### src/rtl/chd_pkg.sv
// ----------------------------------------------------------------------------
// chd_pkg
// Shared types, codes and the CRC-32 byte update for the chunk deframer.
// ----------------------------------------------------------------------------
package chd_pkg;

  localparam logic [31:0] CRC_POLY = 32'hEDB88320;
  localparam logic [31:0] CRC_ONES = 32'hFFFFFFFF;
  localparam int unsigned BITS_PER_BYTE = 8;

  typedef enum logic [2:0] {
    PH_SEQ  = 3'd0,
    PH_LEN  = 3'd1,
    PH_BODY = 3'd2,
    PH_CRC  = 3'd3,
    PH_DONE = 3'd4
  } phase_e;

  typedef enum logic [2:0] {
    ST_OK       = 3'd0,
    ST_MISMATCH = 3'd1,
    ST_SHORT    = 3'd2,
    ST_TRUNC    = 3'd3,
    ST_TOOBIG   = 3'd4
  } status_e;

  typedef struct packed {
    logic               kind;
    logic [7:0]         payload_byte;
    logic signed [31:0] sequence_number;
    logic [31:0]        payload_length;
    logic [31:0]        trailer_crc;
    logic               crc_match;
    status_e            status;
    logic               last_of_run;
  } result_t;

  typedef struct packed {
    logic [1:0] count;
    result_t    first;
    result_t    second;
  } push_t;

  function automatic logic [31:0] crc32_byte(logic [31:0] crc, logic [7:0] b);
    logic [31:0] c;
    c = crc ^ {24'b0, b};
    for (int i = 0; i < BITS_PER_BYTE; i++) begin
      c = c[0] ? ((c >> 1) ^ CRC_POLY) : (c >> 1);
    end
    return c;
  endfunction

endpackage

### src/rtl/chd_parser.sv
// ----------------------------------------------------------------------------
// chd_parser
// Header, body and trailer parsing with running CRC; builds up to two results
// for every accepted byte.
// ----------------------------------------------------------------------------
module chd_parser import chd_pkg::*; (
  input  logic        clk_i,
  input  logic        rst_ni,
  input  logic        accept_i,
  input  logic [7:0]  in_byte_i,
  input  logic        end_of_buffer_i,
  input  logic [30:0] max_len_i,
  output push_t       push_o
);

  phase_e      phase_q, phase_d;
  logic [31:0] byte_cnt_q, byte_cnt_d;
  logic [31:0] seq_q, seq_d;
  logic [31:0] len_q, len_d;
  logic [31:0] acc_q, acc_d;
  logic [31:0] fld_q, fld_d;

  logic [31:0] total;
  logic        pay_v, st_v, st_done;
  status_e     st_code;
  result_t     pay_r, st_r;

  always_ff @(posedge clk_i or negedge rst_ni) begin
    if (!rst_ni) begin
      phase_q    <= PH_SEQ;
      byte_cnt_q <= '0;
      seq_q      <= '0;
      len_q      <= '0;
      acc_q      <= CRC_ONES;
      fld_q      <= '0;
    end else if (accept_i) begin
      phase_q    <= phase_d;
      byte_cnt_q <= byte_cnt_d;
      seq_q      <= seq_d;
      len_q      <= len_d;
      acc_q      <= acc_d;
      fld_q      <= fld_d;
    end
  end

  always_comb begin
    total   = (byte_cnt_q == CRC_ONES) ? byte_cnt_q : byte_cnt_q + 32'd1;
    phase_d = phase_q;
    seq_d   = seq_q;
    len_d   = len_q;
    acc_d   = acc_q;
    fld_d   = fld_q;
    pay_v   = 1'b0;
    st_v    = 1'b0;
    st_done = 1'b0;
    st_code = ST_OK;

    case (phase_q)
      PH_SEQ: begin
        seq_d = {seq_q[23:0], in_byte_i};
        if (byte_cnt_q >= 32'd3) phase_d = PH_LEN;
      end
      PH_LEN: begin
        len_d = {len_q[23:0], in_byte_i};
        if (byte_cnt_q >= 32'd7) begin
          if (len_d > {1'b0, max_len_i}) begin
            phase_d = PH_DONE;
            if (!end_of_buffer_i) begin
              st_v    = 1'b1;
              st_done = 1'b1;
              st_code = ST_TOOBIG;
            end
          end else begin
            phase_d = (len_d == '0) ? PH_CRC : PH_BODY;
          end
        end
      end
      PH_BODY: begin
        pay_v = 1'b1;
        acc_d = crc32_byte(acc_q, in_byte_i);
        if ({1'b0, byte_cnt_q} >= {1'b0, len_q} + 33'd7) phase_d = PH_CRC;
      end
      PH_CRC: begin
        fld_d = {fld_q[23:0], in_byte_i};
        if ({1'b0, byte_cnt_q} >= {1'b0, len_q} + 33'd11) begin
          st_v    = 1'b1;
          st_done = 1'b1;
          st_code = ((acc_q ^ CRC_ONES) == fld_d) ? ST_OK : ST_MISMATCH;
          phase_d = PH_DONE;
        end
      end
      default: phase_d = PH_DONE;
    endcase

    byte_cnt_d = total;

    if (end_of_buffer_i && !st_done && phase_q != PH_DONE) begin
      st_v    = 1'b1;
      st_code = (total < 32'd12) ? ST_SHORT : ST_TRUNC;
    end

    pay_r                 = '0;
    pay_r.payload_byte    = in_byte_i;
    pay_r.status          = ST_OK;
    pay_r.last_of_run     = !st_v;

    st_r                  = '0;
    st_r.kind             = 1'b1;
    st_r.sequence_number  = (total >= 32'd4) ? seq_d : '0;
    st_r.payload_length   = (total >= 32'd8) ? len_d : '0;
    st_r.trailer_crc      = (st_code == ST_OK || st_code == ST_MISMATCH) ? fld_d : '0;
    st_r.crc_match        = (st_code == ST_OK);
    st_r.status           = st_code;
    st_r.last_of_run      = 1'b1;

    if (end_of_buffer_i) begin
      phase_d    = PH_SEQ;
      byte_cnt_d = '0;
      seq_d      = '0;
      len_d      = '0;
      acc_d      = CRC_ONES;
      fld_d      = '0;
    end

    push_o.count  = accept_i ? ({1'b0, pay_v} + {1'b0, st_v}) : 2'd0;
    push_o.first  = pay_v ? pay_r : st_r;
    push_o.second = st_r;
  end

endmodule

### src/rtl/chd_out_queue.sv
// ----------------------------------------------------------------------------
// chd_out_queue
// Small result queue taking up to two results per cycle and handing out one when not stalled.
// ----------------------------------------------------------------------------
module chd_out_queue import chd_pkg::*; #(
  parameter int unsigned DEPTH = 4
) (
  input  logic    clk_i,
  input  logic    rst_ni,
  input  push_t   push_i,
  input  logic    stall_i,
  output logic    valid_o,
  output result_t data_o,
  output logic    full_o
);

  localparam int unsigned PW = (DEPTH > 1) ? $clog2(DEPTH) : 1;
  localparam int unsigned CW = $clog2(DEPTH + 1);
  localparam logic [PW-1:0] LAST_PTR = PW'(DEPTH - 1);
  localparam logic [CW-1:0] THRESH   = CW'(DEPTH - 2);

  result_t       mem_q [DEPTH];
  logic [PW-1:0] wr_q, wr_d, rd_q, rd_d, wr_nxt;
  logic [CW-1:0] cnt_q, cnt_d;
  logic          pop;

  assign valid_o = (cnt_q != '0);
  assign data_o  = mem_q[rd_q];
  assign full_o  = (cnt_q > THRESH);
  assign pop     = valid_o && !stall_i;

  always_comb begin
    wr_nxt = (wr_q == LAST_PTR) ? '0 : wr_q + PW'(1);
    case (push_i.count)
      2'd1:    wr_d = wr_nxt;
      2'd2:    wr_d = (wr_nxt == LAST_PTR) ? '0 : wr_nxt + PW'(1);
      default: wr_d = wr_q;
    endcase
    rd_d  = pop ? ((rd_q == LAST_PTR) ? '0 : rd_q + PW'(1)) : rd_q;
    cnt_d = cnt_q + CW'(push_i.count) - CW'(pop);
  end

  always_ff @(posedge clk_i or negedge rst_ni) begin
    if (!rst_ni) begin
      wr_q  <= '0;
      rd_q  <= '0;
      cnt_q <= '0;
    end else begin
      wr_q  <= wr_d;
      rd_q  <= rd_d;
      cnt_q <= cnt_d;
    end
  end

  always_ff @(posedge clk_i) begin
    if (push_i.count != 2'd0) mem_q[wr_q] <= push_i.first;
    if (push_i.count == 2'd2) mem_q[wr_nxt] <= push_i.second;
  end

endmodule

### src/rtl/chunk_deframer_crc32_check_unit.sv
// ----------------------------------------------------------------------------
// chunk_deframer_crc32_check_unit
// Chunk deframer: header parse, payload forward, trailing CRC-32 check.
// ----------------------------------------------------------------------------
// One chunk byte is taken per cycle, back to back, and its CRC-32 update and
// field capture finish in that same cycle. Every byte yields zero, one or two
// results (a body byte that ends the buffer gives the payload byte and then
// the short or truncation status); these go to an OUT_DEPTH-entry result queue
// that drains one result per cycle when not stalled. Input is stalled only while
// the queue cannot take two more results, so the sustained rate is one byte per
// cycle unless the output side stalls. The max_payload_len register sits at address 0.
module chunk_deframer_crc32_check_unit import chd_pkg::*; #(
  parameter int unsigned OUT_DEPTH = 4
) (
  input  logic               clk_i,
  input  logic               rst_ni,
  input  logic               in_valid_i,
  output logic               in_stall_o,
  input  logic [7:0]         in_byte_i,
  input  logic               end_of_buffer_i,
  output logic               out_valid_o,
  input  logic               out_stall_i,
  output logic               out_kind_o,
  output logic [7:0]         payload_byte_o,
  output logic signed [31:0] sequence_number_o,
  output logic [31:0]        payload_length_o,
  output logic [31:0]        trailer_crc_o,
  output logic               crc_match_o,
  output logic [2:0]         status_o,
  output logic               last_of_run_o,
  input  logic               psel,
  input  logic               penable,
  input  logic               pwrite,
  input  logic [2:0]         paddr,
  input  logic [31:0]        pwdata,
  output logic [31:0]        prdata,
  output logic               pready
);

  localparam logic REG_MAX_LEN = 1'b0;

  logic [30:0] max_len_q, max_len_d;
  logic        in_acc, cfg_wr;
  push_t       push;
  result_t     res;

  assign pready = 1'b1;
  assign cfg_wr = psel && penable && pwrite && pready && (paddr[2] == REG_MAX_LEN);
  assign max_len_d = cfg_wr ? pwdata[30:0] : max_len_q;
  assign prdata = (paddr[2] == REG_MAX_LEN) ? {1'b0, max_len_q} : '0;

  always_ff @(posedge clk_i or negedge rst_ni) begin
    if (!rst_ni) begin
      max_len_q <= 31'd8192;
    end else begin
      max_len_q <= max_len_d;
    end
  end

  assign in_acc = in_valid_i && !in_stall_o;

  chd_parser u_parser (
    .clk_i           (clk_i),
    .rst_ni          (rst_ni),
    .accept_i        (in_acc),
    .in_byte_i       (in_byte_i),
    .end_of_buffer_i (end_of_buffer_i),
    .max_len_i       (max_len_q),
    .push_o          (push)
  );

  chd_out_queue #(
    .DEPTH (OUT_DEPTH)
  ) u_queue (
    .clk_i   (clk_i),
    .rst_ni  (rst_ni),
    .push_i  (push),
    .stall_i (out_stall_i),
    .valid_o (out_valid_o),
    .data_o  (res),
    .full_o  (in_stall_o)
  );

  assign out_kind_o        = res.kind;
  assign payload_byte_o    = res.payload_byte;
  assign sequence_number_o = res.sequence_number;
  assign payload_length_o  = res.payload_length;
  assign trailer_crc_o     = res.trailer_crc;
  assign crc_match_o       = res.crc_match;
  assign status_o          = res.status;
  assign last_of_run_o     = res.last_of_run;

endmodule

### config.mk
export PLATFORM = sky130hd
export DESIGN_NAME = chunk_deframer_crc32_check_unit
export DESIGN_NICKNAME = d
export VERILOG_FILES = /design/src/rtl/chd_pkg.sv /design/src/rtl/chd_parser.sv /design/src/rtl/chd_out_queue.sv /design/src/rtl/chunk_deframer_crc32_check_unit.sv
export SDC_FILE = /design/constraint.sdc
export NUM_CORES = 1
export LEC_CHECK = 0
export BUFFER_PORTS_ARGS = -buffer_cell sky130_fd_sc_hd__buf_4
export CAP_MARGIN = 30
export CORE_UTILIZATION = 60
export CTS_BUF_LIST = sky130_fd_sc_hd__clkbuf_4
export DETAILED_ROUTE_END_ITERATION = 10
export GPL_ROUTABILITY_DRIVEN = 0
export GPL_TIMING_DRIVEN = 1
export PLACE_DENSITY = 0.85
export SYNTH_ARGS = -nofsm -noshare
export SYNTH_HDL_FRONTEND = slang
export SYNTH_SLANG_ARGS = --single-unit
### constraint.sdc
create_clock -name clk_i -period 10.6 [get_ports clk_i]
set_input_delay 0.53 -clock clk_i [delete_from_list [all_inputs] [get_ports clk_i]]
set_output_delay 0.53 -clock clk_i [all_outputs]
set_load 0.01 [all_outputs]
==> impl_metrics.toml <==
[pwr]
netSwitchingPower_mw = 4.05
pwr-share-seq_pct = 37.0
internal_power_mw = 6.21
power.total_mw = 10.3
clock_power_share_pct = 21.6
combPwrFrac_pct = 41.4
p_sw_share_pct = 39.5
pwr_density_cell_nw_per_um2 = 268
leakage_nw = 14.6
irDropWorstVdd_mv = 0.252

[synth]
synth_area_leader_cell = "edfxtp_1"
yosys_warnings = 0
synth_edf_count = 400
synth_common_cells = "edfxtp_1, nand2_1, nor2_1, a21oi_1, dfrtp_1"
synth_nets = 3200
postSynthCellCount = 3038
synthFlopType = "edfxtp_1"
post-synth-top-count-cell = "edfxtp_1"
yosysTopAreaCellShare_pct = 35.3
syn_area_per_cell_um2 = 11.2
ys_seq_elements = 641
syn_area_um2 = 34000
synthArstFlopShare_pct = 31.4
ys_seq_area_share_pct = 52.6
post_synth_num_cell_types = 85
synth_area_leaders = "edfxtp_1, dfrtp_1, mux4_2"

[sta]
timing.final.ws_setup_ps = 2530
tightest_slew_ps = 1030
period_needed_ps = 8070
fin_hold_ws_ps = 78.0
setup-tns-final_ps = 0
final-max-slew-violation-count = 0
relSlewSlack_pct = 31.3
hold_viol = 0
post-route-period-util_pct = 76.1
fin_skew_ps = 55.5
setup_violations = 0
timing.fmax_mhz = 124
rsz0062_at_grt = "false"

[global_route]
antenna_found_initial = 5
grt_max_degree = 120
grtUsageTotal_pct = 33.1
grt_overflow = 0
grt_pass1_wl_um = 146000
grt_pass1_vias = 26754

[die]
dieWidth_um = 240
die_y_um = 240
core_area_um2 = 55500
start_util_pct = 61.2
die_area_um2 = 57600
ioPinCount = 196
rows = 86

[clocking]
clockRootBuffer = "clkbuf_4"
cts_sinks = 641
clkTransAtPathRegs_ps = 70
clock_latency_ps = 1020
clockBufferDepth = 3
cts_tree = "built"
htree_levels = 4
cts_buffers = 164
cts_setup_buffers = 0

[cells_and_area]
regArea_um2 = 17900
drive_above_1_share_pct = 21.7
final_util_pct = 69.0
multi_input_area_um2 = 14700
postLayoutCellArea_um2 = 38300
finalNonFillerCells = 4118
num-fill-cells = 3749
nNetsFinal = 3395
syn2layout_area_growth_pct = 12.7

[run]
cap_violations = 0

[worst_setup_path]
crit_arrival_ps = 8820
worstPathRequired_ps = 11360
r2r_setup_slack_ps = 2530
cp_max_fo = 53
r2r.worst_path.cells = 22
crit_path_start_kind = "register"
crit_type = "register to register"
reg2reg_to = "u_queue.mem_q[0][75]$_DFFE_PP_"
endpoint_kind = "register"
timing.rr.start = "u_parser.len_q[4]$_DFFE_PN0P_"

[route]
ant_nets = 0
finalWirelength_um = 95200
first_pass_iters = 7
remaining_drc_errors = 0
wl_per_cell_um = 23.1
vias_per_cell = 6.56
drt_iter0_drc = 3618
via_count = 27019

[placed_design]
place_ws_ps = 2930
numPlacedInstances = 3771
dp_hpwl_um = 58600
port_buffers = 190
place_area_um2 = 35600

[outcome]
status = "complete, no violations"

[worst_hold_path]
hold_path_class = "primary input to asynchronous set/reset pin"
worst max-delay path: stages, from the launching register on:
cell and delay [ps]:
dfrtp_1 720, and4_1 320, and3_1 260, nand4_1 340, nor2_1 480, nand3_1 150, xor2_1 180, ha_1 320
nand4_1 200, nor4_1 470, a211oi_1 130, a21boi_0 410, o211ai_1 210, nand3_1 160, ha_1 360, nand2_1 190
inv_1 90, ha_1 380, nand2_1 170, and2_1 330, inv_4 690, nand2_2 760, nor3_1 460
worst max-delay path by stage:
stage,startpoint,end,depth (start not counted)
after floorplan,u_parser.len_q[6]$_DFFE_PN0P_,u_queue.mem_q[0][95]$_DFFE_PP_,26
after global placement,u_parser.len_q[4]$_DFFE_PN0P_,u_queue.mem_q[0][1]$_DFFE_PP_,22
after detailed placement,u_parser.len_q[4]$_DFFE_PN0P_,u_queue.mem_q[0][96]$_DFFE_PP_,22
after CTS,u_parser.len_q[4]$_DFFE_PN0P_,u_queue.mem_q[0][78]$_DFFE_PP_,22
after global routing,u_parser.len_q[4]$_DFFE_PN0P_,u_queue.mem_q[0][95]$_DFFE_PP_,22
final,u_parser.len_q[4]$_DFFE_PN0P_,u_queue.mem_q[0][75]$_DFFE_PP_,22
logic make-up after synthesis:
family | after synthesis | synth area share [%]
simple gates | 1028 | 13.8
flops | 641 | 52.6
compound gates | 576 | 10.7
buf+inv | 308 | 4.28
mux | 208 | 10.3
xor+xnor | 164 | 4.23
fa+ha+maj | 111 | 4.11
other cells | 2 | 0.0221
cells in the final DEF, fill, tap and decap left out, types with 6 or more instances in the layout:
master         synthesis  layout
mux4_2               110     110
xor2_1                75      75
edfxtp_1             400     400
a21oi_1              213     209
a211oi_1              13      13
nand4_1               47      47
dfxtp_1               40      40
ha_1                 110     110
clkbuf_4               0     254
dlygate4sd3_1          0      41
nor2b_1                7       7
nand2_1              385     379
mux2i_1               63      63
or3_1                  6       6
a21o_1                11      11
nor3_2                 2       6
nor3_1               166     161
buf_4                  9     225
and4_1                 8       8
a31oi_1               15      15
dfstp_2               33      33
nor2_1               274     271
o31ai_1               11      11
o21ai_0              131     131
a32o_1                34      34
inv_1                 62      58
nand2b_1               9       9
a22o_1                38      38
clkinv_1               0      31
nor4_1                30      30
and3_1                10      10
nand2_2                1       7
a22oi_1               68      68
mux2_2                34      34
dfrtp_1              168     166
xnor2_1               89      88
nand3_1               44      44
and2_1                 6       6
cell type report:
type | count | share of cell area [%]
diodes | 4 | 0.0261
clock inverters | 45 | 0.741
inverters | 62 | 0.634
clock buffers | 254 | 4.98
flip-flops and latches | 641 | 46.7
multi-input cells | 2089 | 38.4
repair buffers | 275 | 6.02
well taps | 748 | 2.44
layer usage:
metal | wire length [µm] | track usage (%)
met1 | 34200 | 40.8
met2 | 46100 | 53.5
met3 | 10300 | 8.84
met4 | 4570 | 17.4
met5 | 31 | 0
registers in the layout, indices dropped and copies added, names as in the netlist, 31 cells and up:
| signal | count |
|---|---|
| u_parser.fld_q | 32 |
| u_parser.acc_q | 32 |
| max_len_q | 31 |
| u_parser.seq_q | 32 |
| u_parser.len_q | 32 |
| u_queue.mem_q | 440 |
| u_parser.byte_cnt_q | 32 |
power by group through the flow:
| stage | logic [mW] | clock network [mW] | registers [mW] |
|---|---|---|---|
| after floorplan | 3.14 | 0 | 3.57 |
| after global placement | 3.93 | 0 | 3.77 |
| after detailed placement | 4.13 | 0 | 3.82 |
| after CTS | 4.16 | 2.23 | 3.78 |
| after global routing | 4.53 | 2.37 | 3.84 |
| final | 4.25 | 2.21 | 3.80 |
timing repair:
item,CTS,global route
hold buffers,41,0
endpoints found under the setup margin,0,0
resized for setup,0,0
endpoints found under the hold margin,152,0
Note: power is estimated with default switching activity, not from simulation.
